## src/hdl/pcp_pkg.sv

```systemverilog
// shared types and constants for the protection command port
`timescale 1ns / 1ps

package pcp_pkg;

    localparam int RAM_DEPTH = 128;
    localparam int RAM_AW    = 7;
    localparam int SEQ_MAX   = 8;
    localparam int SEQ_LW    = 4;

    // port access codes
    localparam logic [1:0] FUNC_WRITE  = 2'd0;
    localparam logic [1:0] FUNC_READ   = 2'd1;
    localparam logic [1:0] FUNC_STATUS = 2'd2;

    // error codes on a data write
    localparam logic [1:0] ERR_OK      = 2'd0;
    localparam logic [1:0] ERR_INDEX   = 2'd1;
    localparam logic [1:0] ERR_UNKNOWN = 2'd2;
    localparam logic [1:0] ERR_PREFIX  = 2'd3;

    // configuration register indexes
    localparam logic [7:0] CFG_DIP_ONE = 8'd0;
    localparam logic [7:0] CFG_DIP_TWO = 8'd1;

    localparam logic [7:0] DIP_ONE_RESET = 8'hfb;
    localparam logic [7:0] DIP_TWO_RESET = 8'hff;

    // command bytes
    localparam logic [7:0] CMD_PREFIX    = 8'h00;
    localparam logic [7:0] CMD_STATE     = 8'h01;
    localparam logic [7:0] CMD_CREDIT_A  = 8'h02;
    localparam logic [7:0] CMD_WRITE_RAM = 8'h03;
    localparam logic [7:0] CMD_BLOCK_7   = 8'h04;
    localparam logic [7:0] CMD_PLAYERS   = 8'h05;
    localparam logic [7:0] CMD_CREDIT_B  = 8'h07;
    localparam logic [7:0] CMD_FULL      = 8'h08;
    localparam logic [7:0] CMD_BLOCK_6   = 8'h09;
    localparam logic [7:0] CMD_CREDIT_C  = 8'h0a;
    localparam logic [7:0] CMD_CREDIT_I1 = 8'h0c;
    localparam logic [7:0] CMD_CREDIT_I2 = 8'h0d;
    localparam logic [7:0] CMD_TOGGLE    = 8'hfe;
    localparam logic [7:0] CMD_WRITEBACK = 8'hff;
    localparam logic [7:0] CMD_NOP_0     = 8'h92;
    localparam logic [7:0] CMD_NOP_1     = 8'h97;
    localparam logic [7:0] CMD_NOP_2     = 8'h9a;
    localparam logic [7:0] CMD_NOP_3     = 8'ha3;
    localparam logic [7:0] CMD_NOP_4     = 8'ha5;
    localparam logic [7:0] CMD_NOP_5     = 8'ha9;
    localparam logic [7:0] CMD_NOP_6     = 8'had;
    localparam logic [7:0] CMD_NOP_7     = 8'hb0;
    localparam logic [7:0] CMD_NOP_8     = 8'hb3;
    localparam logic [7:0] CMD_NOP_9     = 8'hb7;

    localparam logic [7:0] STATE_BYTE = 8'h82;
    localparam logic [7:0] CREDITS    = 8'h01;
    localparam logic [RAM_AW-1:0] PARAM_COUNT = 7'd8;

    localparam logic [3:0] STATUS_BUSY  = 4'b1000;
    localparam logic [3:0] STATUS_EMPTY = 4'b0100;

    typedef struct packed {
        logic [1:0] func;
        logic [7:0] write_data;
        logic [7:0] coin_start_bits;
        logic [7:0] player_one_bits;
        logic [7:0] player_two_bits;
    } in_item_t;

    typedef struct packed {
        logic [7:0] read_data;
        logic [3:0] status_bits;
        logic [1:0] error_code;
    } out_item_t;

    typedef struct packed {
        logic                          en;
        logic [SEQ_LW-1:0]             start;
        logic [SEQ_LW-1:0]             len;
        logic [SEQ_MAX-1:0][7:0]       bytes;
    } push_t;

    typedef struct packed {
        logic              en;
        logic [RAM_AW-1:0] addr;
        logic [7:0]        data;
    } ram_wr_t;

endpackage

```

## src/hdl/pcp_ram.sv

```systemverilog
// device ram with per-entry valid bits and a registered read port
`timescale 1ns / 1ps

module pcp_ram (
    input  logic                       clk,
    input  logic                       rst_n,
    input  pcp_pkg::ram_wr_t           wr,
    input  logic [pcp_pkg::RAM_AW-1:0] rd_addr,
    output logic [7:0]                 rd_data
);

    logic [7:0]                     mem [pcp_pkg::RAM_DEPTH];
    logic [pcp_pkg::RAM_DEPTH-1:0]  valid_reg;
    logic [7:0]                     raw_reg;
    logic                           hit_reg;
    logic                           fwd_reg;
    logic [7:0]                     fwd_data_reg;

    always_ff @(posedge clk)
    begin
        if (wr.en)
        begin
            mem[wr.addr] <= wr.data;
        end
        raw_reg      <= mem[rd_addr];
        fwd_data_reg <= wr.data;
    end

    always_ff @(posedge clk or negedge rst_n)
    begin
        if (!rst_n)
        begin
            valid_reg <= '0;
            hit_reg   <= 1'b0;
            fwd_reg   <= 1'b0;
        end
        else
        begin
            if (wr.en)
            begin
                valid_reg[wr.addr] <= 1'b1;
            end
            hit_reg <= valid_reg[rd_addr];
            // write to the address being read this cycle
            fwd_reg <= wr.en && (wr.addr == rd_addr);
        end
    end

    // entries never written read as zero
    assign rd_data = fwd_reg ? fwd_data_reg : (hit_reg ? raw_reg : 8'h00);

endmodule

```

## config.mk

```make
export PLATFORM = sky130hd
export DESIGN_NAME = pcp_ram
export DESIGN_NICKNAME = d
export VERILOG_FILES = /design/src/hdl/pcp_pkg.sv /design/src/hdl/pcp_ram.sv
export SDC_FILE = /design/constraint.sdc
export NUM_CORES = 1
export LEC_CHECK = 0
export BUFFER_PORTS_ARGS = -buffer_cell sky130_fd_sc_hd__buf_2
export CAP_MARGIN = 30
export CORE_MARGIN = 1
export CORE_UTILIZATION = 57
export CTS_CLUSTER_SIZE = 16
export DETAILED_ROUTE_END_ITERATION = 10
export GPL_ROUTABILITY_DRIVEN = 0
export PLACE_DENSITY = 0.76
export SYNTH_ARGS = -nofsm -noshare
export SYNTH_HDL_FRONTEND = slang
export SYNTH_SLANG_ARGS = --single-unit
```

## constraint.sdc

```tcl
create_clock -name clk -period 2.2 [get_ports clk]
set_input_delay 0.11 -clock clk [delete_from_list [all_inputs] [get_ports clk]]
set_output_delay 0.11 -clock clk [all_outputs]
set_load 0.01 [all_outputs]
```

==> qor.yml <==
clock_tree:
  root_buffer: "clkbuf_16"
  cts_tree: "done"
  clkTransAtPathRegs_ns: 0.06
  cts_made_buffers: 111
  clock_latency_ns: 0.68
  clock_path_buffers: 3
  cts_htree_levels: 3
  cts.sinks: 1170
power_and_ir_drop:
  p_leak_uw: 0.0178
  power_density_mw_per_mm2: 891
  power_uw: 47000
  vdd_drop_max_v: 0.000662
timing:
  final_hold_viol_count: 0
  drv_slew: 0
  rsz0062_at_grt: "true"
  fmax_mhz: 405
  post-route-min-period_ns: 2.47
  final-setup-viol-count: 9
  setup-tns-final_ns: -1.90
  period_share_pct: 112
  setup_ws_ns: -0.268
  hold_ws_ns: 0.0633
  skew_ns: 0.0305
  max_slew_margin_pct: 51.1
  worst_slew_pin_slew_ns: 0.733
global_routing:
  grt_pass1_wl_mm: 163
  antenna_found_initial: 11
  first_global_vias: 23513
  gr-usage-all-layers_pct: 28.2
  grt_start_max_net_pins: 69
  gr-total-overflow: 0
synth:
  synthFlopType: "edfxtp_1"
  synth.cell_area_mm2: 0.0452
  async_flop_share_pct: 11.1
  synth.avg_cell_area_um2: 22.6
  synth_nets: 2024
  synthCells: 1999
  yosys_warnings: 0
  netlist_top_cells_area: "edfxtp_1 (68%), mux4_2 (19%), dfrtp_1 (7.2%)"
  ys_ff_latch: 1170
  ys_seq_area_share_pct: 76.0
  synth.distinct_cells: 24
  yosysTopAreaCellShare_pct: 68.0
  synth-edff-count: 1024
  synth_top_area_cell: "edfxtp_1"
worst_hold_path:
  worstHoldStart: "wr[14]"
  hp-class: "in -> reg"
drt:
  routed_via_density: 6.55
  routedWlPerCell_um: 32.0
  antenna_left: 0
  route.met3.wl_mm: 11.9
  top_layer_used: "met5"
  dr.first_iter.drc_count: 3235
  dr_wl_met2_mm: 54.3
  dr.pass1.iters: 5
  drc_errors: 0
  finalWirelength_mm: 110
  wl_met1_mm: 41.1
  vias: 22646
setup_path:
  start_kind: "register"
  crit_arrival_ns: 3.03
  path_class: "reg -> reg"
  critPathRequiredTime_ns: 2.77
  crit_path_top_delay_cell: "mux4_2"
  crit_path_cell_trace: "mux4_2 > mux4_2 > mux4_2 > mux2_2"
  setup.worst_path.start: "mem[80][2]$_DFFE_PP_"
  crit_top_cell: "mux4_2"
  cp_num_buf_inv: 0
  r2r_start: "mem[80][2]$_DFFE_PP_"
  cpLargestDelayFamily: "multiplexers"
  worstPathMaxFanout: 1
  cpPeakStageDelay_ns: 0.59
  endpoint_kind: "register"
cells_and_area:
  largest_register_ffs: 1024
  final_util_pct: 67.7
  final_nets: 2338
  area_growth_syn_to_layout_pct: 16.7
  drive_above_1_share_pct: 36.0
run:
  drv_cap: 0
floorplan:
  die_area_mm2: 0.0804
  boundaryPins: 33
  coreArea_mm2: 0.0780
  initial_core_util_pct: 58.0
  num_rows: 102
  die_h_um: 284
  dieWidth_um: 284
outcome:
  status: "finished, violations left"
  violations: "setup timing"
placement:
  dp_hpwl_mm: 68.6
  portBuffers: 32
-- stage by stage --
stage	setup WS, ns	cell area, um2	instances
after global routing	-0.291	52700	3451
after global placement	-0.609	48800	3220
final	-0.268	52800	3457
after detailed placement	-0.648	48800	3220
after CTS	-0.271	52700	3449
after floorplan	-0.104	45500	1999
-- synthesized netlist by cell type, types with 4 or more instances --
library cell / instances
a22o_1: 7
buf_1: 13
buf_2: 21
clkbuf_1: 82
dfrtp_1: 130
dfxtp_1: 16
edfxtp_1: 1024
inv_2: 5
mux2_2: 9
mux4_2: 378
nand2_1: 15
nand3_1: 9
nand3b_1: 4
nand4_1: 5
nor2_1: 132
nor2b_1: 5
o21bai_1: 65
or2_1: 63
xnor2_1: 7
-- cells by family (layout without fill, tap and decap cells) --
group                  after synthesis  in the layout  share of synthesized area, %
multiplexers                       387            387                          19.1
AO/OA/AOI/OAI                       73             73                          1.23
XOR/XNOR                             7              7                         0.136
other                                0              6                             0
AND/OR/NAND/NOR                    236            236                          2.45
flip-flops                        1170           1170                          76.0
buffers and inverters              126            538                          1.17
-- layout by cell type, fill, tap and decap left out, drive strengths merged --
master / count
nor2: 132
dfxtp: 16
a22o: 7
nor2b: 5
o21ai: 1
dfrtp: 130
nand4: 5
or3: 1
mux4: 378
bufinv: 9
edfxtp: 1024
clkbuf: 152
mux2: 9
inv: 7
nand2: 15
diode: 6
xnor2: 7
dlygate4sd3: 17
nand3b: 4
clkinv: 44
or2: 63
buf: 305
clkinvlp: 4
nand3: 9
o21bai: 65
or3b: 2
-- layout make-up --
class	count	area (um2)
clock buffers	152	3110
fillers	4547	25200
diodes	6	15.0
flip-flops and latches	1170	34300
inverters	5	18.8
multi-input cells	703	10400
well taps	1040	1300
clock inverters	59	587
repair buffers	322	3040
-- routing by layer --
metal,vias up,global-route usage [%]
met2,1396,45.2
met3,179,6.03
met1,12112,39.9
met4,14,8.15
met5,-,0
li1,8945,-
-- power breakdown --
part           internal [uW]  switching [uW]  leakage, uW
clock                  11000            8150      0.00181
combinational           1440            1650      0.00492
sequential             24600             217       0.0111
total                  37000           10000       0.0178
-- worst min-delay path, cell delays in order --
cell	delay [ns]
buf_2	0.17
nand3_1	0.10
buf_4	0.21
o21bai_1	0.08
-- final timing paths --
check / end / slack, ns / cells past startpoint
setup / recovery: raw_reg[2]$_DFF_P_ / -0.27 / 4
hold / removal: valid_reg[118]$_DFFE_PN0P_ / 0.06 / 4
setup reg to reg: raw_reg[2]$_DFF_P_ / -0.27 / 4
hold reg to reg: valid_reg[82]$_DFFE_PN0P_ / 0.46 / 1
max in group asynchronous: valid_reg[65]$_DFFE_PN0P_ / 1.18 / 4
min in group asynchronous: valid_reg[59]$_DFFE_PN0P_ / 0.45 / 3
-- timing repair --
item,CTS,global route
hold endpoints to repair,298,0
hold buffers,18,0
gates resized for setup,4,1
buffers inserted,0,2
setup endpoints to repair,13,9
Note: power is estimated with default switching activity, not from simulation.
