`src/hdl/pcp_pkg.sv`:
```
// shared types and constants for the protection command port
`timescale 1ns / 1ps

package pcp_pkg;

    localparam int RAM_DEPTH = 128;
    localparam int RAM_AW    = 7;
    localparam int SEQ_MAX   = 8;
    localparam int SEQ_LW    = 4;

    // port access codes
    localparam logic [1:0] FUNC_WRITE  = 2'd0;
    localparam logic [1:0] FUNC_READ   = 2'd1;
    localparam logic [1:0] FUNC_STATUS = 2'd2;

    // error codes on a data write
    localparam logic [1:0] ERR_OK      = 2'd0;
    localparam logic [1:0] ERR_INDEX   = 2'd1;
    localparam logic [1:0] ERR_UNKNOWN = 2'd2;
    localparam logic [1:0] ERR_PREFIX  = 2'd3;

    // configuration register indexes
    localparam logic [7:0] CFG_DIP_ONE = 8'd0;
    localparam logic [7:0] CFG_DIP_TWO = 8'd1;

    localparam logic [7:0] DIP_ONE_RESET = 8'hfb;
    localparam logic [7:0] DIP_TWO_RESET = 8'hff;

    // command bytes
    localparam logic [7:0] CMD_PREFIX    = 8'h00;
    localparam logic [7:0] CMD_STATE     = 8'h01;
    localparam logic [7:0] CMD_CREDIT_A  = 8'h02;
    localparam logic [7:0] CMD_WRITE_RAM = 8'h03;
    localparam logic [7:0] CMD_BLOCK_7   = 8'h04;
    localparam logic [7:0] CMD_PLAYERS   = 8'h05;
    localparam logic [7:0] CMD_CREDIT_B  = 8'h07;
    localparam logic [7:0] CMD_FULL      = 8'h08;
    localparam logic [7:0] CMD_BLOCK_6   = 8'h09;
    localparam logic [7:0] CMD_CREDIT_C  = 8'h0a;
    localparam logic [7:0] CMD_CREDIT_I1 = 8'h0c;
    localparam logic [7:0] CMD_CREDIT_I2 = 8'h0d;
    localparam logic [7:0] CMD_TOGGLE    = 8'hfe;
    localparam logic [7:0] CMD_WRITEBACK = 8'hff;
    localparam logic [7:0] CMD_NOP_0     = 8'h92;
    localparam logic [7:0] CMD_NOP_1     = 8'h97;
    localparam logic [7:0] CMD_NOP_2     = 8'h9a;
    localparam logic [7:0] CMD_NOP_3     = 8'ha3;
    localparam logic [7:0] CMD_NOP_4     = 8'ha5;
    localparam logic [7:0] CMD_NOP_5     = 8'ha9;
    localparam logic [7:0] CMD_NOP_6     = 8'had;
    localparam logic [7:0] CMD_NOP_7     = 8'hb0;
    localparam logic [7:0] CMD_NOP_8     = 8'hb3;
    localparam logic [7:0] CMD_NOP_9     = 8'hb7;

    localparam logic [7:0] STATE_BYTE = 8'h82;
    localparam logic [7:0] CREDITS    = 8'h01;
    localparam logic [RAM_AW-1:0] PARAM_COUNT = 7'd8;

    localparam logic [3:0] STATUS_BUSY  = 4'b1000;
    localparam logic [3:0] STATUS_EMPTY = 4'b0100;

    typedef struct packed {
        logic [1:0] func;
        logic [7:0] write_data;
        logic [7:0] coin_start_bits;
        logic [7:0] player_one_bits;
        logic [7:0] player_two_bits;
    } in_item_t;

    typedef struct packed {
        logic [7:0] read_data;
        logic [3:0] status_bits;
        logic [1:0] error_code;
    } out_item_t;

    typedef struct packed {
        logic                          en;
        logic [SEQ_LW-1:0]             start;
        logic [SEQ_LW-1:0]             len;
        logic [SEQ_MAX-1:0][7:0]       bytes;
    } push_t;

    typedef struct packed {
        logic              en;
        logic [RAM_AW-1:0] addr;
        logic [7:0]        data;
    } ram_wr_t;

endpackage

```
`src/hdl/pcp_queue.sv`:
```
// output byte queue: head pops with a shift, commands write fixed positions
`timescale 1ns / 1ps

module pcp_queue #(
    parameter int OUT_DEPTH = 8,
    parameter int CW        = 4
) (
    input  logic           clk,
    input  logic           rst_n,
    input  pcp_pkg::push_t push,
    input  logic           pop,
    output logic [CW-1:0]  count,
    output logic [7:0]     head
);

    logic [7:0]    q_reg  [OUT_DEPTH];
    logic [7:0]    q_next [OUT_DEPTH];
    logic [CW-1:0] count_reg;
    logic [CW-1:0] count_next;

    always_comb
    begin
        int rel;
        for (int i = 0; i < OUT_DEPTH; i++)
        begin
            q_next[i] = q_reg[i];
            if (pop && (i < OUT_DEPTH - 1))
            begin
                q_next[i] = q_reg[(i + 1) % OUT_DEPTH];
            end
            rel = i - int'(push.start);
            if (push.en && (rel >= 0) && (rel < int'(push.len)))
            begin
                q_next[i] = push.bytes[rel[2:0]];
            end
        end
    end

    always_comb
    begin
        count_next = count_reg;
        if (pop)
        begin
            count_next = count_reg - CW'(1);
        end
        else if (push.en)
        begin
            count_next = CW'(push.start) + CW'(push.len);
        end
    end

    always_ff @(posedge clk)
    begin
        for (int i = 0; i < OUT_DEPTH; i++)
        begin
            q_reg[i] <= q_next[i];
        end
    end

    always_ff @(posedge clk or negedge rst_n)
    begin
        if (!rst_n)
        begin
            count_reg <= '0;
        end
        else
        begin
            count_reg <= count_next;
        end
    end

    assign count = count_reg;
    assign head  = q_reg[0];

endmodule

```
`config.mk`:
```
export PLATFORM = sky130hd
export DESIGN_NAME = pcp_queue
export DESIGN_NICKNAME = d
export VERILOG_FILES = /design/src/hdl/pcp_pkg.sv /design/src/hdl/pcp_queue.sv
export SDC_FILE = /design/constraint.sdc
export NUM_CORES = 1
export LEC_CHECK = 0
export BUFFER_PORTS_ARGS = -buffer_cell sky130_fd_sc_hd__buf_4
export CORE_UTILIZATION = 59
export DETAILED_ROUTE_END_ITERATION = 8
export PLACE_DENSITY_LB_ADDON = 0.25
export SETUP_SLACK_MARGIN = 0.4
export SYNTH_ARGS = -nofsm -noshare
export SYNTH_HDL_FRONTEND = slang
export SYNTH_SLANG_ARGS = --single-unit
```
`constraint.sdc`:
```
create_clock -name clk -period 1.3 [get_ports clk]
set_input_delay 0.065 -clock clk [delete_from_list [all_inputs] [get_ports clk]]
set_output_delay 0.065 -clock clk [all_outputs]
set_load 0.05 [all_outputs]
```
==> flow_summary.ini <==
[synthesis]
synth.yosys.warnings = 0
synth.ff_latch_count = 68
asyncSetResetFlopFracSynth_pct = 5.88
synth_cell_type_count = 37
synthDominantAreaCellType = edfxtp_1
synth_nets = 643
most_used_flip_flop_cell_after_synthesis = edfxtp_1
synth_top_area_share_pct = 32.1
syn_area_mm2 = 0.00599
synth_cells = 530
synth_edf_count = 64
synth.area.top_cells = edfxtp_1, mux4_2, nand2_1
post_synth.cell_area_avg_um2 = 11.3
share_of_the_yosys_chip_area_belonging_to_registers_pct = 33.8

[timing]
final_hold_vios = 0
finalWorstPathRequiredPeriod_ns = 2.10
maxSlewViolCount = 0
holdWs_ns = 0.0332
worstMarginPinSlew_ns = 0.366
worst_clock_skew_ns = 0.00839
finalCritPeriodShare_pct = 161
slew-limit-headroom_pct = 74.9
max_freq_mhz = 476
final_critical_path_setup_slack_ns = -0.799
rsz0062_at_grt = true
finalSetupViolCount = 120

[worst_hold_path]
holdPathEnd = count[1]
worstHoldStart = pop
holdPathStages = 2
worst_hold_path_type = input pin to flip-flop

[route]
detailedRoute.firstIterationViolations = 726
drt-vias-per-instance = 7.19
antenna_left = 0
vias = 6000
detail_route.wirelength_um = 24100
drc = 0
firstDrtPassIters = 5
wl_per_cell_um = 28.9

[finish]
finalNetCount = 809
final_layout_size_suffix_gt1_share_pct = 58.9
syn_to_final_growth_pct = 52.1
fin_area_mm2 = 0.00911
multiInputGateArea_mm2 = 0.00453
seqCellArea_mm2 = 0.00203
layout.core_utilization_pct = 92.8
largest_reg_flops = 64
filler_cell_count_in_the_final_layout = 279
diodes = 0
finish.cell_count_without_fillers = 834

[floorplan]
initial_standard_cell_utilization_of_the_core_pct = 61.0
die_width_um = 103
die_y_um = 103
i_o_pin_count = 88
total_core_area_mm2 = 0.00982
placementRows = 36
die_area_mm2 = 0.0106

[clock_network]
tritoncts_num_sinks = 68
tritoncts = yes
source_to_sink_clock_delay_at_the_later_pin_of_the_worst_skew_pair_ns = 0.35
cts_made_buffers = 9
htree_levels = 3
ctsLongestPathBuffers = 2
cts_root_buffer = clkbuf_8
path_clk_slew_ns = 0.09

[placement]
dp_worst_setup_slack_ns = -0.987
globalplace.congestion = 0.920
numPortBuffers = 87
placement.cell_area_mm2 = 0.00759
dpl.cell_count = 779
detailedPlacementHpwl_um = 12800

[grt]
grt_antenna_before_repair = 0
grt.overflow.total = 0
grt_pass1_vias = 5151
grt_max_degree = 33
grt_first_pass_wirelength_um = 27300
global_route.usage.total_pct = 35.5

[critical_path]
worst_r2r_endpoint = count[3]
worst-r2r-setup-slack_ns = 0.20
worstPathMaxFanout = 8
arrival_ns = 2.25
ff2ff_path_depth = 4
critPathLaunchType = input pin
critical_path_required_ns = 1.45
crit-reg2reg-launch = count[0]
critical_path_class = input pin to flip-flop
kind_of_end_point_of_the_critical_path = flip-flop

[power]
power.ir.vdd_worst_mv = 0.942
p_leak_nw = 3.82
p_per_area_mw_per_mm2 = 963

[outcome]
run_status = finished, violations left
violations_in_the_final_reports = negative setup slack

[flow_run]
maxCapViolations = 0
worst max-delay path by stage:
| stage | from | to | slack, ns | cells after the start |
|---|---|---|---|---|
| floorplan | push[68] | q_reg[1][17] | -1.58 | 13 |
| global placement | push[69] | q_reg[1][17] | -0.95 | 10 |
| detailed placement | push[69] | q_reg[1][17] | -0.99 | 10 |
| CTS | push[68] | q_reg[1][17] | -0.54 | 10 |
| global route | push[69] | q_reg[1][0] | -0.80 | 13 |
| finish | push[69] | q_reg[1][0] | -0.80 | 13 |
synthesized netlist by cell type, drive strengths merged, types with 2 or more instances:
master   number
a31oi         2
or2           2
mux2i        18
a21o          4
clkinv        4
nor2          5
a21oi        21
mux4         64
xnor2         9
dfrtp         4
a41oi         8
buf          19
nor3          5
nor2b         2
xor2          4
nand2       160
edfxtp       64
o21bai        3
o21ai        24
ha           36
inv          17
a2111oi       2
mux2         32
clkbuf       16
power breakdown:
| group | total (W) | switching (W) | internal [W] |
|---|---|---|---|
| sequential | 0.00289 | 0.000157 | 0.00274 |
| clock | 0.00190 | 0.000985 | 0.000915 |
| combinational | 0.00398 | 0.00211 | 0.00187 |
kinds of logic (layout without fill, tap and decap cells):
family                   Yosys count  after routing  synth area share, %
buffers and inverters             56            226                 4.28
AND/OR/NAND/NOR                  175            175                 11.3
adder cells (fa/ha/maj)           37             37                 7.85
flip-flops                        68             68                 33.8
multiplexers                     114            114                 33.1
XOR/XNOR                          13             13                 2.53
AO/OA/AOI/OAI                     67             68                 7.16
worst max-delay path, cell delays in order:
cell and delay [ns]:
buf_12 0.10, inv_8 0.04, ha_4 0.24, buf_4 0.14, buf_6 0.13, ha_4 0.22, nor2b_4 0.13, buf_6 0.11
o21a_1 0.24, o21ai_4 0.28, clkbuf_16 0.22, a21oi_2 0.06, a41oi_1 0.26
metrics by stage:
step	setup TNS [ns]	power (W)
6_report	-59.36	0.00878
5_1_grt	-62.92	0.00893
4_1_cts	-41.54	0.00791
3_5_place_dp	-98.64	0.00582
3_3_place_gp	-92.29	0.00568
2_1_floorplan	-114.71	0.00487
repair_timing:
item | CTS | global route
endpoints found under the hold margin | 4 | 0
hold buffers | 1 | 0
setup endpoints to repair | 143 | 143
setup buffers | 9 | 15
pin swaps | 24 | 37
cloned | 7 | 7
gates resized for setup | 85 | 94
area by class of cell:
class	instances	area share (%)
Inverter	21	1.39
Tap cell	133	1.83
Clock buffer	9	1.36
Multi-Input combinational cell	407	49.7
Timing Repair Buffer	189	22.6
Sequential cell	68	22.2
Clock inverter	7	0.893
routing by layer:
layer / part of all wire, % / track usage [%] / wire length [um]
met1: 32 / 48.8 / 7770
met2: 47 / 58.6 / 11400
met3: 14 / 6.51 / 3310
met4: 7.0 / 9.21 / 1690
met5: 0 / 0 / 0
cell usage in the layout (no fill, tap or decap), types with 9 or more instances in the layout:
cell type	instances
buf_4	119
clkbuf_8	9
buf_6	34
edfxtp_1	64
mux4_2	64
nand2_2	9
o21ai_1	11
ha_4	16
ha_1	16
mux2i_1	17
mux2_4	31
buf_12	14
nand2_1	142
Note: power is estimated with default switching activity, not from simulation.
