`config.mk`:
```
export PLATFORM = sky130hd
export DESIGN_NAME = pcp_core
export DESIGN_NICKNAME = d
export VERILOG_FILES = /design/src/hdl/pcp_pkg.sv /design/src/hdl/pcp_core.sv
export SDC_FILE = /design/constraint.sdc
export NUM_CORES = 1
export LEC_CHECK = 0
export BUFFER_PORTS_ARGS = -buffer_cell sky130_fd_sc_hd__buf_2
export CAP_MARGIN = 0
export CORE_UTILIZATION = 30
export CTS_CLUSTER_DIAMETER = 30
export DETAILED_ROUTE_END_ITERATION = 8
export GPL_ROUTABILITY_DRIVEN = 0
export GPL_TIMING_DRIVEN = 0
export PLACE_DENSITY = 0.7
export REMOVE_ABC_BUFFERS = 1
export SYNTH_ARGS = -nofsm -noshare
export SYNTH_HDL_FRONTEND = slang
export SYNTH_SLANG_ARGS = --single-unit
```
`constraint.sdc`:
```
create_clock -name clk -period 2.4 [get_ports clk]
set_input_delay 0.36 -clock clk [delete_from_list [all_inputs] [get_ports clk]]
set_output_delay 0.36 -clock clk [all_outputs]
set_load 0.1 [all_outputs]
```
`src/hdl/pcp_pkg.sv`:
```
// shared types and constants for the protection command port
`timescale 1ns / 1ps

package pcp_pkg;

    localparam int RAM_DEPTH = 128;
    localparam int RAM_AW    = 7;
    localparam int SEQ_MAX   = 8;
    localparam int SEQ_LW    = 4;

    // port access codes
    localparam logic [1:0] FUNC_WRITE  = 2'd0;
    localparam logic [1:0] FUNC_READ   = 2'd1;
    localparam logic [1:0] FUNC_STATUS = 2'd2;

    // error codes on a data write
    localparam logic [1:0] ERR_OK      = 2'd0;
    localparam logic [1:0] ERR_INDEX   = 2'd1;
    localparam logic [1:0] ERR_UNKNOWN = 2'd2;
    localparam logic [1:0] ERR_PREFIX  = 2'd3;

    // configuration register indexes
    localparam logic [7:0] CFG_DIP_ONE = 8'd0;
    localparam logic [7:0] CFG_DIP_TWO = 8'd1;

    localparam logic [7:0] DIP_ONE_RESET = 8'hfb;
    localparam logic [7:0] DIP_TWO_RESET = 8'hff;

    // command bytes
    localparam logic [7:0] CMD_PREFIX    = 8'h00;
    localparam logic [7:0] CMD_STATE     = 8'h01;
    localparam logic [7:0] CMD_CREDIT_A  = 8'h02;
    localparam logic [7:0] CMD_WRITE_RAM = 8'h03;
    localparam logic [7:0] CMD_BLOCK_7   = 8'h04;
    localparam logic [7:0] CMD_PLAYERS   = 8'h05;
    localparam logic [7:0] CMD_CREDIT_B  = 8'h07;
    localparam logic [7:0] CMD_FULL      = 8'h08;
    localparam logic [7:0] CMD_BLOCK_6   = 8'h09;
    localparam logic [7:0] CMD_CREDIT_C  = 8'h0a;
    localparam logic [7:0] CMD_CREDIT_I1 = 8'h0c;
    localparam logic [7:0] CMD_CREDIT_I2 = 8'h0d;
    localparam logic [7:0] CMD_TOGGLE    = 8'hfe;
    localparam logic [7:0] CMD_WRITEBACK = 8'hff;
    localparam logic [7:0] CMD_NOP_0     = 8'h92;
    localparam logic [7:0] CMD_NOP_1     = 8'h97;
    localparam logic [7:0] CMD_NOP_2     = 8'h9a;
    localparam logic [7:0] CMD_NOP_3     = 8'ha3;
    localparam logic [7:0] CMD_NOP_4     = 8'ha5;
    localparam logic [7:0] CMD_NOP_5     = 8'ha9;
    localparam logic [7:0] CMD_NOP_6     = 8'had;
    localparam logic [7:0] CMD_NOP_7     = 8'hb0;
    localparam logic [7:0] CMD_NOP_8     = 8'hb3;
    localparam logic [7:0] CMD_NOP_9     = 8'hb7;

    localparam logic [7:0] STATE_BYTE = 8'h82;
    localparam logic [7:0] CREDITS    = 8'h01;
    localparam logic [RAM_AW-1:0] PARAM_COUNT = 7'd8;

    localparam logic [3:0] STATUS_BUSY  = 4'b1000;
    localparam logic [3:0] STATUS_EMPTY = 4'b0100;

    typedef struct packed {
        logic [1:0] func;
        logic [7:0] write_data;
        logic [7:0] coin_start_bits;
        logic [7:0] player_one_bits;
        logic [7:0] player_two_bits;
    } in_item_t;

    typedef struct packed {
        logic [7:0] read_data;
        logic [3:0] status_bits;
        logic [1:0] error_code;
    } out_item_t;

    typedef struct packed {
        logic                          en;
        logic [SEQ_LW-1:0]             start;
        logic [SEQ_LW-1:0]             len;
        logic [SEQ_MAX-1:0][7:0]       bytes;
    } push_t;

    typedef struct packed {
        logic              en;
        logic [RAM_AW-1:0] addr;
        logic [7:0]        data;
    } ram_wr_t;

endpackage

```
`src/hdl/pcp_core.sv`:
```
// command decode, mode/offset/busy state and dip switch registers
`timescale 1ns / 1ps

module pcp_core #(
    parameter int CW = 4
) (
    input  logic                       clk,
    input  logic                       rst_n,
    input  logic                       advance,
    input  pcp_pkg::in_item_t          item,
    input  logic [CW-1:0]              count,
    input  logic [7:0]                 head,
    input  logic [7:0]                 ram_data,
    input  logic                       cfg_valid,
    input  logic [7:0]                 cfg_index,
    input  logic [7:0]                 cfg_data,
    output pcp_pkg::out_item_t         result,
    output pcp_pkg::push_t             push,
    output logic                       pop,
    output pcp_pkg::ram_wr_t           ram_wr,
    output logic [pcp_pkg::RAM_AW-1:0] rd_addr
);

    typedef enum logic [2:0] {
        MODE_NORMAL = 3'd0,
        MODE_WBYTES = 3'd1,
        MODE_WBYTE  = 3'd2,
        MODE_RBYTES = 3'd3,
        MODE_WAIT1  = 3'd4,
        MODE_WAIT2  = 3'd5,
        MODE_PARAM  = 3'd6
    } mode_t;

    mode_t                       mode_reg;
    mode_t                       mode_next;
    logic [pcp_pkg::RAM_AW-1:0]  offset_reg;
    logic [pcp_pkg::RAM_AW-1:0]  offset_next;
    logic                        busy_reg;
    logic                        busy_next;
    logic [7:0]                  dip_one_reg;
    logic [7:0]                  dip_two_reg;
    logic                        at0;
    logic                        at1;
    logic                        at2;
    logic [7:0]                  cs;

    assign at0 = (count == CW'(0));
    assign at1 = (count == CW'(1));
    assign at2 = (count == CW'(2));
    assign cs  = item.coin_start_bits;

    always_comb
    begin
        mode_next   = mode_reg;
        offset_next = offset_reg;
        busy_next   = busy_reg;
        result      = '0;
        push        = '0;
        pop         = 1'b0;
        ram_wr.en   = 1'b0;
        ram_wr.addr = offset_reg;
        ram_wr.data = item.write_data;
        if (advance)
        begin
            unique case (item.func)
                pcp_pkg::FUNC_WRITE:
                begin
                    busy_next = 1'b1;
                    unique case (mode_reg)
                        MODE_WAIT1:
                        begin
                            if (at0)
                            begin
                                push.en       = 1'b1;
                                push.len      = 4'd1;
                                push.bytes[0] = dip_two_reg;
                                mode_next     = MODE_WAIT2;
                            end
                            else
                            begin
                                result.error_code = pcp_pkg::ERR_INDEX;
                            end
                        end
                        MODE_WAIT2:
                        begin
                            mode_next   = MODE_PARAM;
                            offset_next = '0;
                        end
                        MODE_PARAM:
                        begin
                            offset_next = offset_reg + 7'd1;
                            if (offset_next == pcp_pkg::PARAM_COUNT)
                            begin
                                mode_next = MODE_NORMAL;
                            end
                        end
                        MODE_WBYTE:
                        begin
                            ram_wr.en   = 1'b1;
                            offset_next = offset_reg + 7'd1;
                            mode_next   = MODE_WBYTES;
                        end
                        default:
                        begin
                            case (item.write_data) inside
                                pcp_pkg::CMD_PREFIX:
                                begin
                                    if (mode_reg == MODE_WBYTES)
                                    begin
                                        mode_next = MODE_WBYTE;
                                    end
                                    else if (mode_reg == MODE_RBYTES)
                                    begin
                                        if (at0)
                                        begin
                                            push.en       = 1'b1;
                                            push.len      = 4'd1;
                                            push.bytes[0] = ram_data;
                                            offset_next   = offset_reg + 7'd1;
                                        end
                                        else
                                        begin
                                            result.error_code = pcp_pkg::ERR_INDEX;
                                        end
                                    end
                                    else
                                    begin
                                        result.error_code = pcp_pkg::ERR_PREFIX;
                                    end
                                end
                                pcp_pkg::CMD_STATE:
                                begin
                                    push.en       = at0;
                                    push.len      = 4'd1;
                                    push.bytes[0] = pcp_pkg::STATE_BYTE;
                                end
                                pcp_pkg::CMD_CREDIT_A, pcp_pkg::CMD_CREDIT_B,
                                pcp_pkg::CMD_CREDIT_C:
                                begin
                                    push.en       = at0;
                                    push.len      = 4'd3;
                                    push.bytes[0] = pcp_pkg::CREDITS;
                                    push.bytes[1] = cs;
                                    push.bytes[2] = pcp_pkg::STATE_BYTE;
                                end
                                pcp_pkg::CMD_CREDIT_I1:
                                begin
                                    push.en       = at1;
                                    push.start    = 4'd1;
                                    push.len      = 4'd3;
                                    push.bytes[0] = pcp_pkg::CREDITS;
                                    push.bytes[1] = cs;
                                    push.bytes[2] = pcp_pkg::STATE_BYTE;
                                end
                                pcp_pkg::CMD_CREDIT_I2:
                                begin
                                    push.en       = at2;
                                    push.start    = 4'd2;
                                    push.len      = 4'd3;
                                    push.bytes[0] = pcp_pkg::CREDITS;
                                    push.bytes[1] = cs;
                                    push.bytes[2] = pcp_pkg::STATE_BYTE;
                                end
                                pcp_pkg::CMD_WRITE_RAM:
                                begin
                                    mode_next   = MODE_WBYTES;
                                    offset_next = '0;
                                end
                                pcp_pkg::CMD_BLOCK_7:
                                begin
                                    push.en       = at0;
                                    push.len      = 4'd7;
                                    push.bytes[4] = pcp_pkg::CREDITS;
                                    push.bytes[5] = cs;
                                    push.bytes[6] = pcp_pkg::STATE_BYTE;
                                end
                                pcp_pkg::CMD_PLAYERS:
                                begin
                                    push.en       = at0;
                                    push.len      = 4'd8;
                                    push.bytes[0] = item.player_one_bits;
                                    push.bytes[2] = item.player_two_bits;
                                    push.bytes[5] = pcp_pkg::CREDITS;
                                    push.bytes[6] = cs;
                                    push.bytes[7] = pcp_pkg::STATE_BYTE;
                                end
                                pcp_pkg::CMD_FULL:
                                begin
                                    push.en       = at0;
                                    push.len      = 4'd8;
                                    push.bytes[0] = cs;
                                    push.bytes[1] = item.player_one_bits;
                                    push.bytes[2] = item.player_two_bits;
                                    push.bytes[3] = dip_one_reg;
                                    push.bytes[4] = dip_two_reg;
                                    push.bytes[5] = pcp_pkg::CREDITS;
                                    push.bytes[6] = cs;
                                    push.bytes[7] = pcp_pkg::STATE_BYTE;
                                end
                                pcp_pkg::CMD_BLOCK_6:
                                begin
                                    push.en       = at0;
                                    push.len      = 4'd6;
                                    push.bytes[3] = pcp_pkg::CREDITS;
                                    push.bytes[4] = cs;
                                    push.bytes[5] = pcp_pkg::STATE_BYTE;
                                end
                                pcp_pkg::CMD_TOGGLE:
                                begin
                                    mode_next   = (mode_reg == MODE_WBYTES) ? MODE_RBYTES
                                                                            : MODE_WBYTES;
                                    offset_next = '0;
                                end
                                pcp_pkg::CMD_WRITEBACK:
                                begin
                                    push.en       = at0;
                                    push.len      = 4'd1;
                                    push.bytes[0] = dip_one_reg;
                                    if (at0)
                                    begin
                                        mode_next = MODE_WAIT1;
                                    end
                                end
                                pcp_pkg::CMD_NOP_0, pcp_pkg::CMD_NOP_1, pcp_pkg::CMD_NOP_2,
                                pcp_pkg::CMD_NOP_3, pcp_pkg::CMD_NOP_4, pcp_pkg::CMD_NOP_5,
                                pcp_pkg::CMD_NOP_6, pcp_pkg::CMD_NOP_7, pcp_pkg::CMD_NOP_8,
                                pcp_pkg::CMD_NOP_9:
                                begin
                                end
                                default:
                                begin
                                    result.error_code = pcp_pkg::ERR_UNKNOWN;
                                end
                            endcase
                            // a sequence that does not fit its start index is dropped
                            if ((push.len != '0) && !push.en &&
                                (item.write_data != pcp_pkg::CMD_PREFIX))
                            begin
                                result.error_code = pcp_pkg::ERR_INDEX;
                            end
                        end
                    endcase
                end
                pcp_pkg::FUNC_READ:
                begin
                    if (!at0)
                    begin
                        pop              = 1'b1;
                        result.read_data = head;
                    end
                end
                pcp_pkg::FUNC_STATUS:
                begin
                    busy_next = 1'b0;
                    if (busy_reg)
                    begin
                        result.status_bits = result.status_bits | pcp_pkg::STATUS_BUSY;
                    end
                    if (at0)
                    begin
                        result.status_bits = result.status_bits | pcp_pkg::STATUS_EMPTY;
                    end
                end
                default:
                begin
                end
            endcase
        end
    end

    assign rd_addr = offset_next;

    always_ff @(posedge clk or negedge rst_n)
    begin
        if (!rst_n)
        begin
            mode_reg    <= MODE_NORMAL;
            offset_reg  <= '0;
            busy_reg    <= 1'b0;
            dip_one_reg <= pcp_pkg::DIP_ONE_RESET;
            dip_two_reg <= pcp_pkg::DIP_TWO_RESET;
        end
        else
        begin
            mode_reg   <= mode_next;
            offset_reg <= offset_next;
            busy_reg   <= busy_next;
            if (cfg_valid)
            begin
                unique case (cfg_index)
                    pcp_pkg::CFG_DIP_ONE: dip_one_reg <= cfg_data;
                    pcp_pkg::CFG_DIP_TWO: dip_two_reg <= cfg_data;
                    default:
                    begin
                    end
                endcase
            end
        end
    end

endmodule

```
==> results of run 1 <==
[power by group through the flow]
stage | Clock (mW) | Combinational [mW] | Sequential (mW)
finish | 0.285 | 3.42 | 0.704
global route | 0.302 | 3.53 | 0.712
CTS | 0.281 | 2.83 | 0.687
detailed placement | 0 | 1.92 | 0.718
global placement | 0 | 1.90 | 0.713
floorplan | 0 | 1.19 | 0.959
[final timing paths]
check | end | slack (ns) | depth (start not counted)
worst max-delay path | result[0] | -0.40 | 8
worst min-delay path | offset_reg[5] | 0.09 | 1
worst max register to register | mode_reg[2] | 0.26 | 9
worst min register to register | busy_reg | 0.49 | 2
max in group asynchronous | mode_reg[0] | 1.85 | 1
min in group clk | dip_two_reg[3] | 0.31 | 2
[cells by family after synthesis]
| family | synth area share [%] |
|---|---|
| AND/OR/NAND/NOR | 31.0 |
| AO/OA/AOI/OAI | 29.7 |
| buffers and inverters | 10.3 |
| flip-flops | 21.7 |
| multiplexers | 5.96 |
| XOR/XNOR | 0.823 |
| adder cells (fa/ha/maj) | 0.392 |
| other | 0.117 |
[worst max-delay path: cells and delay by family]
family          cells  cell delay, ns
compound gates      4            0.98
buf+inv             2            0.37
simple gates        2            0.71
[per-stage QoR]
| step | power, mW | area (sq um) |
|---|---|---|
| after global placement | 2.61 | 3980 |
| after detailed placement | 2.64 | 3990 |
| final | 4.41 | 6750 |
| after CTS | 3.80 | 5680 |
| after floorplan | 2.14 | 2940 |
| after global routing | 4.55 | 6750 |
[final cells by class]
class,count,share of cell area [%]
Inverter,11,0.667
Multi-Input combinational cell,366,46.1
Timing Repair Buffer,250,39.6
Clock buffer,3,0.612
Tap cell,136,2.52
Sequential cell,27,10.4
Clock inverter,1,0.0927
[metal layers]
| metal | global-route usage [%] | part of all wire, % | vias to the layer above |
|---|---|---|---|
| li1 | - | - | 2033 |
| met1 | 30.8 | 35 | 2309 |
| met2 | 44.9 | 50 | 374 |
| met3 | 4.30 | 8.4 | 109 |
| met4 | 13.5 | 6.3 | 0 |
| met5 | 0 | 0 | - |
[cell usage in the layout, fill, tap and decap left out, types with 5 or more instances in the layout]
cell type / n
a31oi_1: 6
conb_1: 10
and3_1: 9
o21ai_0: 17
nand2_8: 6
buf_12: 69
buf_8: 7
a221oi_1: 6
inv_1: 10
dfstp_2: 15
and3_4: 5
nor2_1: 23
nor3_1: 9
nor2_4: 23
o21ai_2: 6
a21oi_2: 11
buf_4: 53
nand2_1: 30
and2_4: 19
mux2_2: 16
and2_1: 9
nor3_4: 7
buf_2: 91
a21oi_4: 11
nand3_1: 7
dfrtp_1: 6
dfrtp_2: 6
a21oi_1: 18
buf_6: 29
a22oi_1: 12
[what timing repair did]
| item | 4_1_cts | 5_1_grt |
|---|---|---|
| cloned | 2 | 1 |
| pin swaps | 33 | 48 |
| gates resized for setup | 332 | 202 |
| endpoints found under the setup margin | 83 | 74 |
| setup buffers | 49 | 31 |
| hold endpoints to repair | 0 | 0 |
==> reports/metrics.cfg, run 1 <==
[logic_synthesis]
synthArstFlopShare_pct = 100
synth_most_common_cell = nor2_1
yosysUniqueCellTypes = 74
syn_area_sq_mm = 0.00319
syn_inst = 435
synth_area_leaders = dfstp_2, dfrtp_1, a21oi_1, mux2_2, nor2_1
ys_warn_count = 0
synth_seq_cells = 27
synth_top_cell_by_area = dfstp_2
synth_commonest_cells = nor2_1, nand2_1, a21oi_1, and2_1, o21ai_0
yosysTopAreaCellShare_pct = 12.3
syn_avg_cell_area_sq_um = 7.34
yosysSeqAreaShare_pct = 21.7
synth-main-ff-cell = dfstp_2
synth_edf_count = 0

[critical_path]
worstPathMaxFanout = 3
timing.rr.start = mode_reg[1]
startpoint = item[31]
cp-end-kind = output pin
cpMaxStageDelayCell = or4_4
cp.required_ns = 2.04
slowest_delay_ns = 0.58
cp.arrival_ns = 2.44
path_cells = buf_12 > or4_4 > nor2_4 > o21ai_1 > a311o_1 > a211o_1 > a221oi_2 > buf_6
critical_path_class = input port to output pin
cp-start-kind = input port

[finish]
final_cells = 794
nNetsFinal = 734
n_antenna_cell = 0
multiInputGateArea_sq_mm = 0.00311
final_util_pct = 65.4
regArea_sq_um = 702
nFillCells = 730
drive_gt1_share_pct = 66.7
synthToLayoutAreaGrowth_pct = 111

[power]
peakVddDrop_v = 0.00122
p_int_mw = 1.90
seqPwrFrac_pct = 16.0
leakage_nw = 2.73
switchingPower_mw = 2.51
comb_power_share_pct = 77.5
netSwitchingFraction_pct = 57.0
clock_power_share_pct = 6.5
p_per_area_mw_per_mm2 = 653

[sta]
hold_ws_ns = 0.0890
fin_crit_ns = 2.80
fmax_mhz = 357
fin_crit_sh_pct = 117
drv_slew = 0
tightestPinTransition_ns = 0.707
slew_headroom_pct = 52.7
setup_viol = 70
rsz0062_at_grt = yes
fin_skew_ns = 0.000771
finalSetupTns_ns = -11.66
worst_slack_ns = -0.400
hold_viol_final = 0

[routing]
first_pass_iters = 6
vias = 4825
drc_errors = 0
vias_per_cell = 6.08
drt-wirelength-per-cell_microns = 21.5
routed_wl_microns = 17100
drt_iter0_markers = 485
ant_nets = 0

[global_route]
grt_remaining_overflow = 0
grt_max_degree = 32
antenna_found_initial = 0
grt_util_all_layers_pct = 26.0
grt_pass1_wl_microns = 23200
grt_pass1_vias = 4576

[cts]
clk_latency_ns = 0.28
cts_tree = yes
htreeDepth = 1
cts_root_buf = clkbuf_8
cts_hold_buf = 0
clk_path_buf_depth = 2
cts_made_buffers = 3
path_clk_slew_ns = 0.10
cts_num_sinks = 27

[placed_design]
pre_cts_slack_ns = -1.64
dp.cells = 712
dp_hpwl_microns = 9080
io_buffers = 174

[die]
die_w_microns = 105
initial_core_util_pct = 30.9
boundaryPins = 185
dieArea_sq_mm = 0.0111
core_region_area_sq_mm = 0.0103
core.rowCount = 37
chipHeight_microns = 105

[outcome]
failed_checks = setup timing
status = finished with violations

[min_path]
worstHoldPathType = input port to async pin

[job]
cap_violations = 0

(Power assumes the default switching activity.)
==> inputs of run 2 (changes only) <==
--- a/config.mk
+++ b/config.mk
@@ -5,7 +5,7 @@
 export SDC_FILE = /design/constraint.sdc
 export NUM_CORES = 1
 export LEC_CHECK = 0
-export BUFFER_PORTS_ARGS = -buffer_cell sky130_fd_sc_hd__buf_2
+export BUFFER_PORTS_ARGS = -buffer_cell sky130_fd_sc_hd__clkbuf_2
 export CAP_MARGIN = 0
 export CORE_UTILIZATION = 30
 export CTS_CLUSTER_DIAMETER = 30
==> reports/metrics.cfg, run 2 (synthesis gave the netlist of run 1 again) <==
[global_route]
grt_remaining_overflow = 0  ; unchanged
grt_pass1_wl_microns = 22400  ; -3.2%
antenna_found_initial = 0  ; unchanged
grt_pass1_vias = 4343  ; -5.1%
grt_max_degree = 32  ; unchanged
grt_util_all_layers_pct = 25.2  ; -0.76 points

[power]
comb_power_share_pct = 77.1  ; -0.4 points
clock_power_share_pct = 6.7  ; +0.2 points
p_per_area_mw_per_mm2 = 665  ; +1.8%
leakage_nw = 2.70  ; -1.4%
switchingPower_mw = 2.39  ; -4.8%
peakVddDrop_v = 0.00123  ; +0.54%
seqPwrFrac_pct = 16.2  ; +0.2 points
netSwitchingFraction_pct = 56.9  ; -0.062 points
p_int_mw = 1.81  ; -4.6%
power_mw = 4.20  ; -4.7%

[critical_path]
rrSetupSlack_ns = 0.28  ; +0.02 ns
reg2reg_depth = 9  ; unchanged
worstPathMaxFanout = 2  ; -1
worstReg2RegEnd = mode_reg[0]
timing.rr.start = mode_reg[1]
startpoint = count[0]
cp.required_ns = 2.04  ; about the same
cp.arrival_ns = 2.49  ; +0.05 ns
cp-start-kind = input port
cp-end-kind = output pin
critical_path_class = input port to output pin

[min_path]
worstHoldPathType = input port to async pin

[sta]
finalSetupTns_ns = -11.63  ; +0.0299 ns
fin_crit_sh_pct = 119  ; +2.1 points
hold_ws_ns = 0.110  ; +0.0208 ns
fmax_mhz = 351  ; -1.8%
tightestPinTransition_ns = 0.725  ; +0.0180 ns
drv_slew = 0  ; unchanged
fin_skew_ns = 0.00170  ; +0.000929 ns
hold_viol_final = 0  ; unchanged
slew_headroom_pct = 51.5  ; -1.2 points
fin_crit_ns = 2.85  ; +0.0506 ns
setup_viol = 63  ; -10%
worst_slack_ns = -0.450  ; -0.0506 ns
rsz0062_at_grt = yes

[cts]
cts_hold_buf = 0  ; unchanged
clk_path_buf_depth = 2  ; unchanged
cts_num_sinks = 27  ; unchanged
cts_tree = yes
htreeDepth = 1  ; unchanged
cts_made_buffers = 3  ; unchanged
path_clk_slew_ns = 0.10  ; about the same
cts_root_buf = clkbuf_8
clk_latency_ns = 0.28  ; about the same

[die]
core_region_area_sq_mm = 0.0103  ; unchanged
die_w_microns = 105  ; unchanged
initial_core_util_pct = 30.9  ; unchanged
boundaryPins = 185  ; unchanged
chipHeight_microns = 105  ; unchanged
core.rowCount = 37  ; unchanged
dieArea_sq_mm = 0.0111  ; unchanged

[routing]
drt_iter0_markers = 428  ; -12%
drt-wirelength-per-cell_microns = 19.7  ; -8.2%
ant_nets = 0  ; unchanged
drc_errors = 0  ; unchanged
vias_per_cell = 5.89  ; -3.0%
first_pass_iters = 5  ; -1
routed_wl_microns = 15600  ; -8.8%
vias = 4650  ; -3.6%

[finish]
nNetsFinal = 729  ; -0.68%
final_common_cell = clkbuf_2
synthToLayoutAreaGrowth_pct = 98.0
drive_gt1_share_pct = 62.8  ; -3.9 points
nFillCells = 798  ; +9.3%
final_cell_area_sq_mm = 0.00632  ; -6.4%
n_antenna_cell = 0  ; unchanged
layout_common_cells = clkbuf_2, buf_4, nor2_1, nand2_1, clkbuf_8

[outcome]
failed_checks = setup timing
status = finished with violations

[job]
cap_violations = 0  ; unchanged

[placed_design]
place_area_sq_mm = 0.00399  ; unchanged
pre_cts_slack_ns = -1.71  ; -0.0768 ns
dp_hpwl_microns = 9200  ; +1.4%
io_buffers = 174  ; unchanged

## run 2: layer usage
metal	global-route usage [%]	vias to the layer above	part of all wire, %
met2	44.9	315	49
li1	-	2023	-
met5	0	-	0
met1	29.7	2231	38
met3	4.05	81	7.6
met4	10.9	0	5.0
## run 2: per-stage QoR
step	std cells	utilization, %
2_1_floorplan	401	-
3_3_place_gp	711	38.6
3_5_place_dp	712	38.7
4_1_cts	769	56.9
5_1_grt	789	61.2
6_report	789	61.2
## run 2: area by class of cell
| type | count | area (sq um) | area share [%] |
|---|---|---|---|
| clock buffer | 3 | 41.3 | 0.653 |
| clock inverter | 1 | 5.00 | 0.0792 |
| inverter | 11 | 41.3 | 0.653 |
| multi-input combinational | 366 | 2890 | 45.7 |
| sequential | 27 | 699 | 11.1 |
| tap | 136 | 170 | 2.69 |
| timing repair buffer | 245 | 2480 | 39.2 |
## run 2: how the worst max path moves through the flow
stage                endpoint  slack [ns]  cells after the start
floorplan            push[41]       -2.30                      5
global placement     push[13]       -1.64                      6
detailed placement   push[14]       -1.71                      6
CTS                 result[0]       -0.40                      8
global route        result[0]       -0.50                      8
finish              result[0]       -0.45                      8
## run 2: timing repair
item | in CTS | in global routing
resized for setup | 311 | 85
endpoints found under the setup margin | 83 | 73
cloned | 3 | 1
pin swaps | 55 | 33
setup buffers | 50 | 22
## run 2: power by group through the flow
stage / Combinational [mW] / Clock [mW] / Sequential [mW]
floorplan: 1.19 / 0 / 0.959
global placement: 1.90 / 0 / 0.714
detailed placement: 1.92 / 0 / 0.719
CTS: 2.83 / 0.269 / 0.659
global route: 3.34 / 0.301 / 0.695
finish: 3.24 / 0.281 / 0.681
## run 2: worst max-delay path: stages
cell,delay [ns]
buf_8,0.09
or4_4,0.56
nor3_4,0.18
nor2_1,0.09
a311o_1,0.33
a211o_1,0.29
a221oi_2,0.27
clkbuf_8,0.29
==> inputs of run 3 (changes only) <==
--- a/config.mk
+++ b/config.mk
@@ -7,12 +7,14 @@
 export LEC_CHECK = 0
 export BUFFER_PORTS_ARGS = -buffer_cell sky130_fd_sc_hd__clkbuf_2
 export CAP_MARGIN = 0
-export CORE_UTILIZATION = 30
+export CELL_PAD_IN_SITES_DETAIL_PLACEMENT = 1
+export CELL_PAD_IN_SITES_GLOBAL_PLACEMENT = 2
+export CORE_UTILIZATION = 20
 export CTS_CLUSTER_DIAMETER = 30
 export DETAILED_ROUTE_END_ITERATION = 8
 export GPL_ROUTABILITY_DRIVEN = 0
 export GPL_TIMING_DRIVEN = 0
-export PLACE_DENSITY = 0.7
+export PLACE_DENSITY = 0.85
 export REMOVE_ABC_BUFFERS = 1
 export SYNTH_ARGS = -nofsm -noshare
 export SYNTH_HDL_FRONTEND = slang
==> reports/metrics.cfg, run 3 (synthesis gave the netlist of run 1 again) <==
[sta]
hold_ws_ns = 0.127  ; +0.0172 ns
drv_slew = 0  ; unchanged
tightestPinTransition_ns = 0.820  ; +0.0956 ns
hold_viol_final = 0  ; unchanged
fmax_mhz = 352  ; +0.22%
fin_skew_ns = 0.00244  ; +0.000737 ns
slew_headroom_pct = 45.1  ; -6.4 points
fin_crit_sh_pct = 118  ; -0.26 points
setup_viol = 46  ; -27%
worst_slack_ns = -0.444  ; +0.00635 ns
fin_crit_ns = 2.84  ; -0.00635 ns
rsz0062_at_grt = yes

[global_route]
grt_pass1_wl_microns = 25100  ; +12%
grt_remaining_overflow = 0  ; unchanged
grt_util_all_layers_pct = 19.4  ; -5.8 points
grt_pass1_vias = 4469  ; +2.9%
antenna_found_initial = 0  ; unchanged
grt_max_degree = 33  ; +3.1%

[critical_path]
cpMaxStageDelayCell = or4_4
cp-end-kind = output pin
cp.depth = 8  ; unchanged
cp.arrival_ns = 2.48  ; about the same
cp.required_ns = 2.04  ; about the same
worstPathMaxFanout = 3  ; +1
reg2reg_depth = 8  ; -1
path_cells = clkbuf_16 > or4_4 > nor2_4 > o21ai_1 > a311o_1 > a211o_1 > a221oi_2 > clkbuf_8
critical_path_class = input port to output pin
crit_family = compound AO/OA/AOI/OAI gates
cp.buffers_inverters = 2  ; unchanged
cp-start-kind = input port
slowest_delay_ns = 0.58  ; +0.02 ns

[finish]
nNetsFinal = 742  ; +1.8%
synthToLayoutAreaGrowth_pct = 118
nFillCells = 1722  ; +120%
regArea_sq_um = 702  ; +0.36%
multiInputGateArea_sq_mm = 0.00308  ; +6.6%
final_cell_area_sq_mm = 0.00696  ; +10%
drive_gt1_share_pct = 67.1  ; +4.3 points
final_common_cell = clkbuf_2
layout_common_cells = clkbuf_2, buf_4, buf_12, nand2_1, nor2_1
final_util_pct = 45.3  ; -16 points

[die]
boundaryPins = 185  ; unchanged
initial_core_util_pct = 20.8  ; -10 points
dieArea_sq_mm = 0.0165  ; +49%
core.rowCount = 45  ; +22%
core_region_area_sq_mm = 0.0154  ; +49%
chipHeight_microns = 128  ; +22%
die_w_microns = 128  ; +22%

[placed_design]
place_area_sq_mm = 0.00408  ; +2.3%
io_buffers = 174  ; unchanged
pre_cts_slack_ns = -1.35  ; +0.367 ns
dp_hpwl_microns = 11200  ; +21%

[routing]
routed_wl_microns = 20000  ; +28%
drt-wirelength-per-cell_microns = 22.8  ; +15%
drt_iter0_markers = 248  ; -42%
first_pass_iters = 4  ; -1
vias_per_cell = 5.38  ; -8.6%
drc_errors = 0  ; unchanged
ant_nets = 0  ; unchanged
vias = 4728  ; +1.7%

[power]
leakage_nw = 2.84  ; +5.4%
p_per_area_mw_per_mm2 = 625  ; -5.9%
power_mw = 4.35  ; +3.5%
peakVddDrop_v = 0.000943  ; -23%

[cts]
clk_path_buf_depth = 2  ; unchanged
clk_latency_ns = 0.27  ; about the same
cts_root_buf = clkbuf_16
htreeDepth = 1  ; unchanged
cts_tree = yes
cts_made_buffers = 3  ; unchanged
cts_num_sinks = 27  ; unchanged
path_clk_slew_ns = 0.07  ; -0.03 ns

[job]
cap_violations = 0  ; unchanged

[min_path]
worstHoldPathType = input port to async pin

[outcome]
failed_checks = setup timing
status = finished with violations

run 3: changes by cell type in the layout (fill, tap and decap cells not counted), sizes merged:
| cell | change |
|---|---|
| buf | +47 |
| clkbuf | -34 |
| diode | +1 |
| nor2 | -1 |
| nor3 | +1 |
run 3: worst paths after layout:
check,start,to,slack (ns)
worst max-delay path,item[28],result[0],-0.44
worst min-delay path,rst_n,offset_reg[5],0.13
worst max register to register,mode_reg[1],mode_reg[0],0.40
worst min register to register,busy_reg,busy_reg,0.49
max in group asynchronous,rst_n,mode_reg[0],1.77
min in group clk,cfg_data[6],dip_one_reg[6],0.34
run 3: power by group:
part	switching [mW]	internal, mW
registers	0.146	0.554
clock network	0.177	0.226
logic	2.13	1.11
total	2.45	1.89
run 3: cell type report:
type,instances,area share (%)
clock buffer,3,1.08
sequential,27,10.1
inverter,11,0.594
multi-input combinational,366,44.3
timing repair buffer,258,40.1
clock inverter,1,0.0719
antenna,1,0.0360
tap,211,3.79
run 3: layer usage:
metal,vias to the layer above,track usage [%],wire length (microns)
met5,-,0,0
met4,0,6.92,751
met3,57,1.95,944
met2,205,35.0,10600
met1,2401,23.9,7750
li1,2065,-,-
run 3: timing repair:
| action | CTS | global route |
|---|---|---|
| hold buffers | 0 | 0 |
| endpoints found under the setup margin | 84 | 83 |
| pin swaps | 22 | 68 |
| gates cloned | 3 | 4 |
| resized for setup | 251 | 262 |
| setup buffers | 39 | 43 |
run 3: per-stage QoR:
step | setup TNS [ns] | std cells
floorplan | -106.40 | 401
global placement | -99.55 | 786
detailed placement | -80.06 | 786
CTS | -9.90 | 832
global route | -10.47 | 877
finish | -6.77 | 878
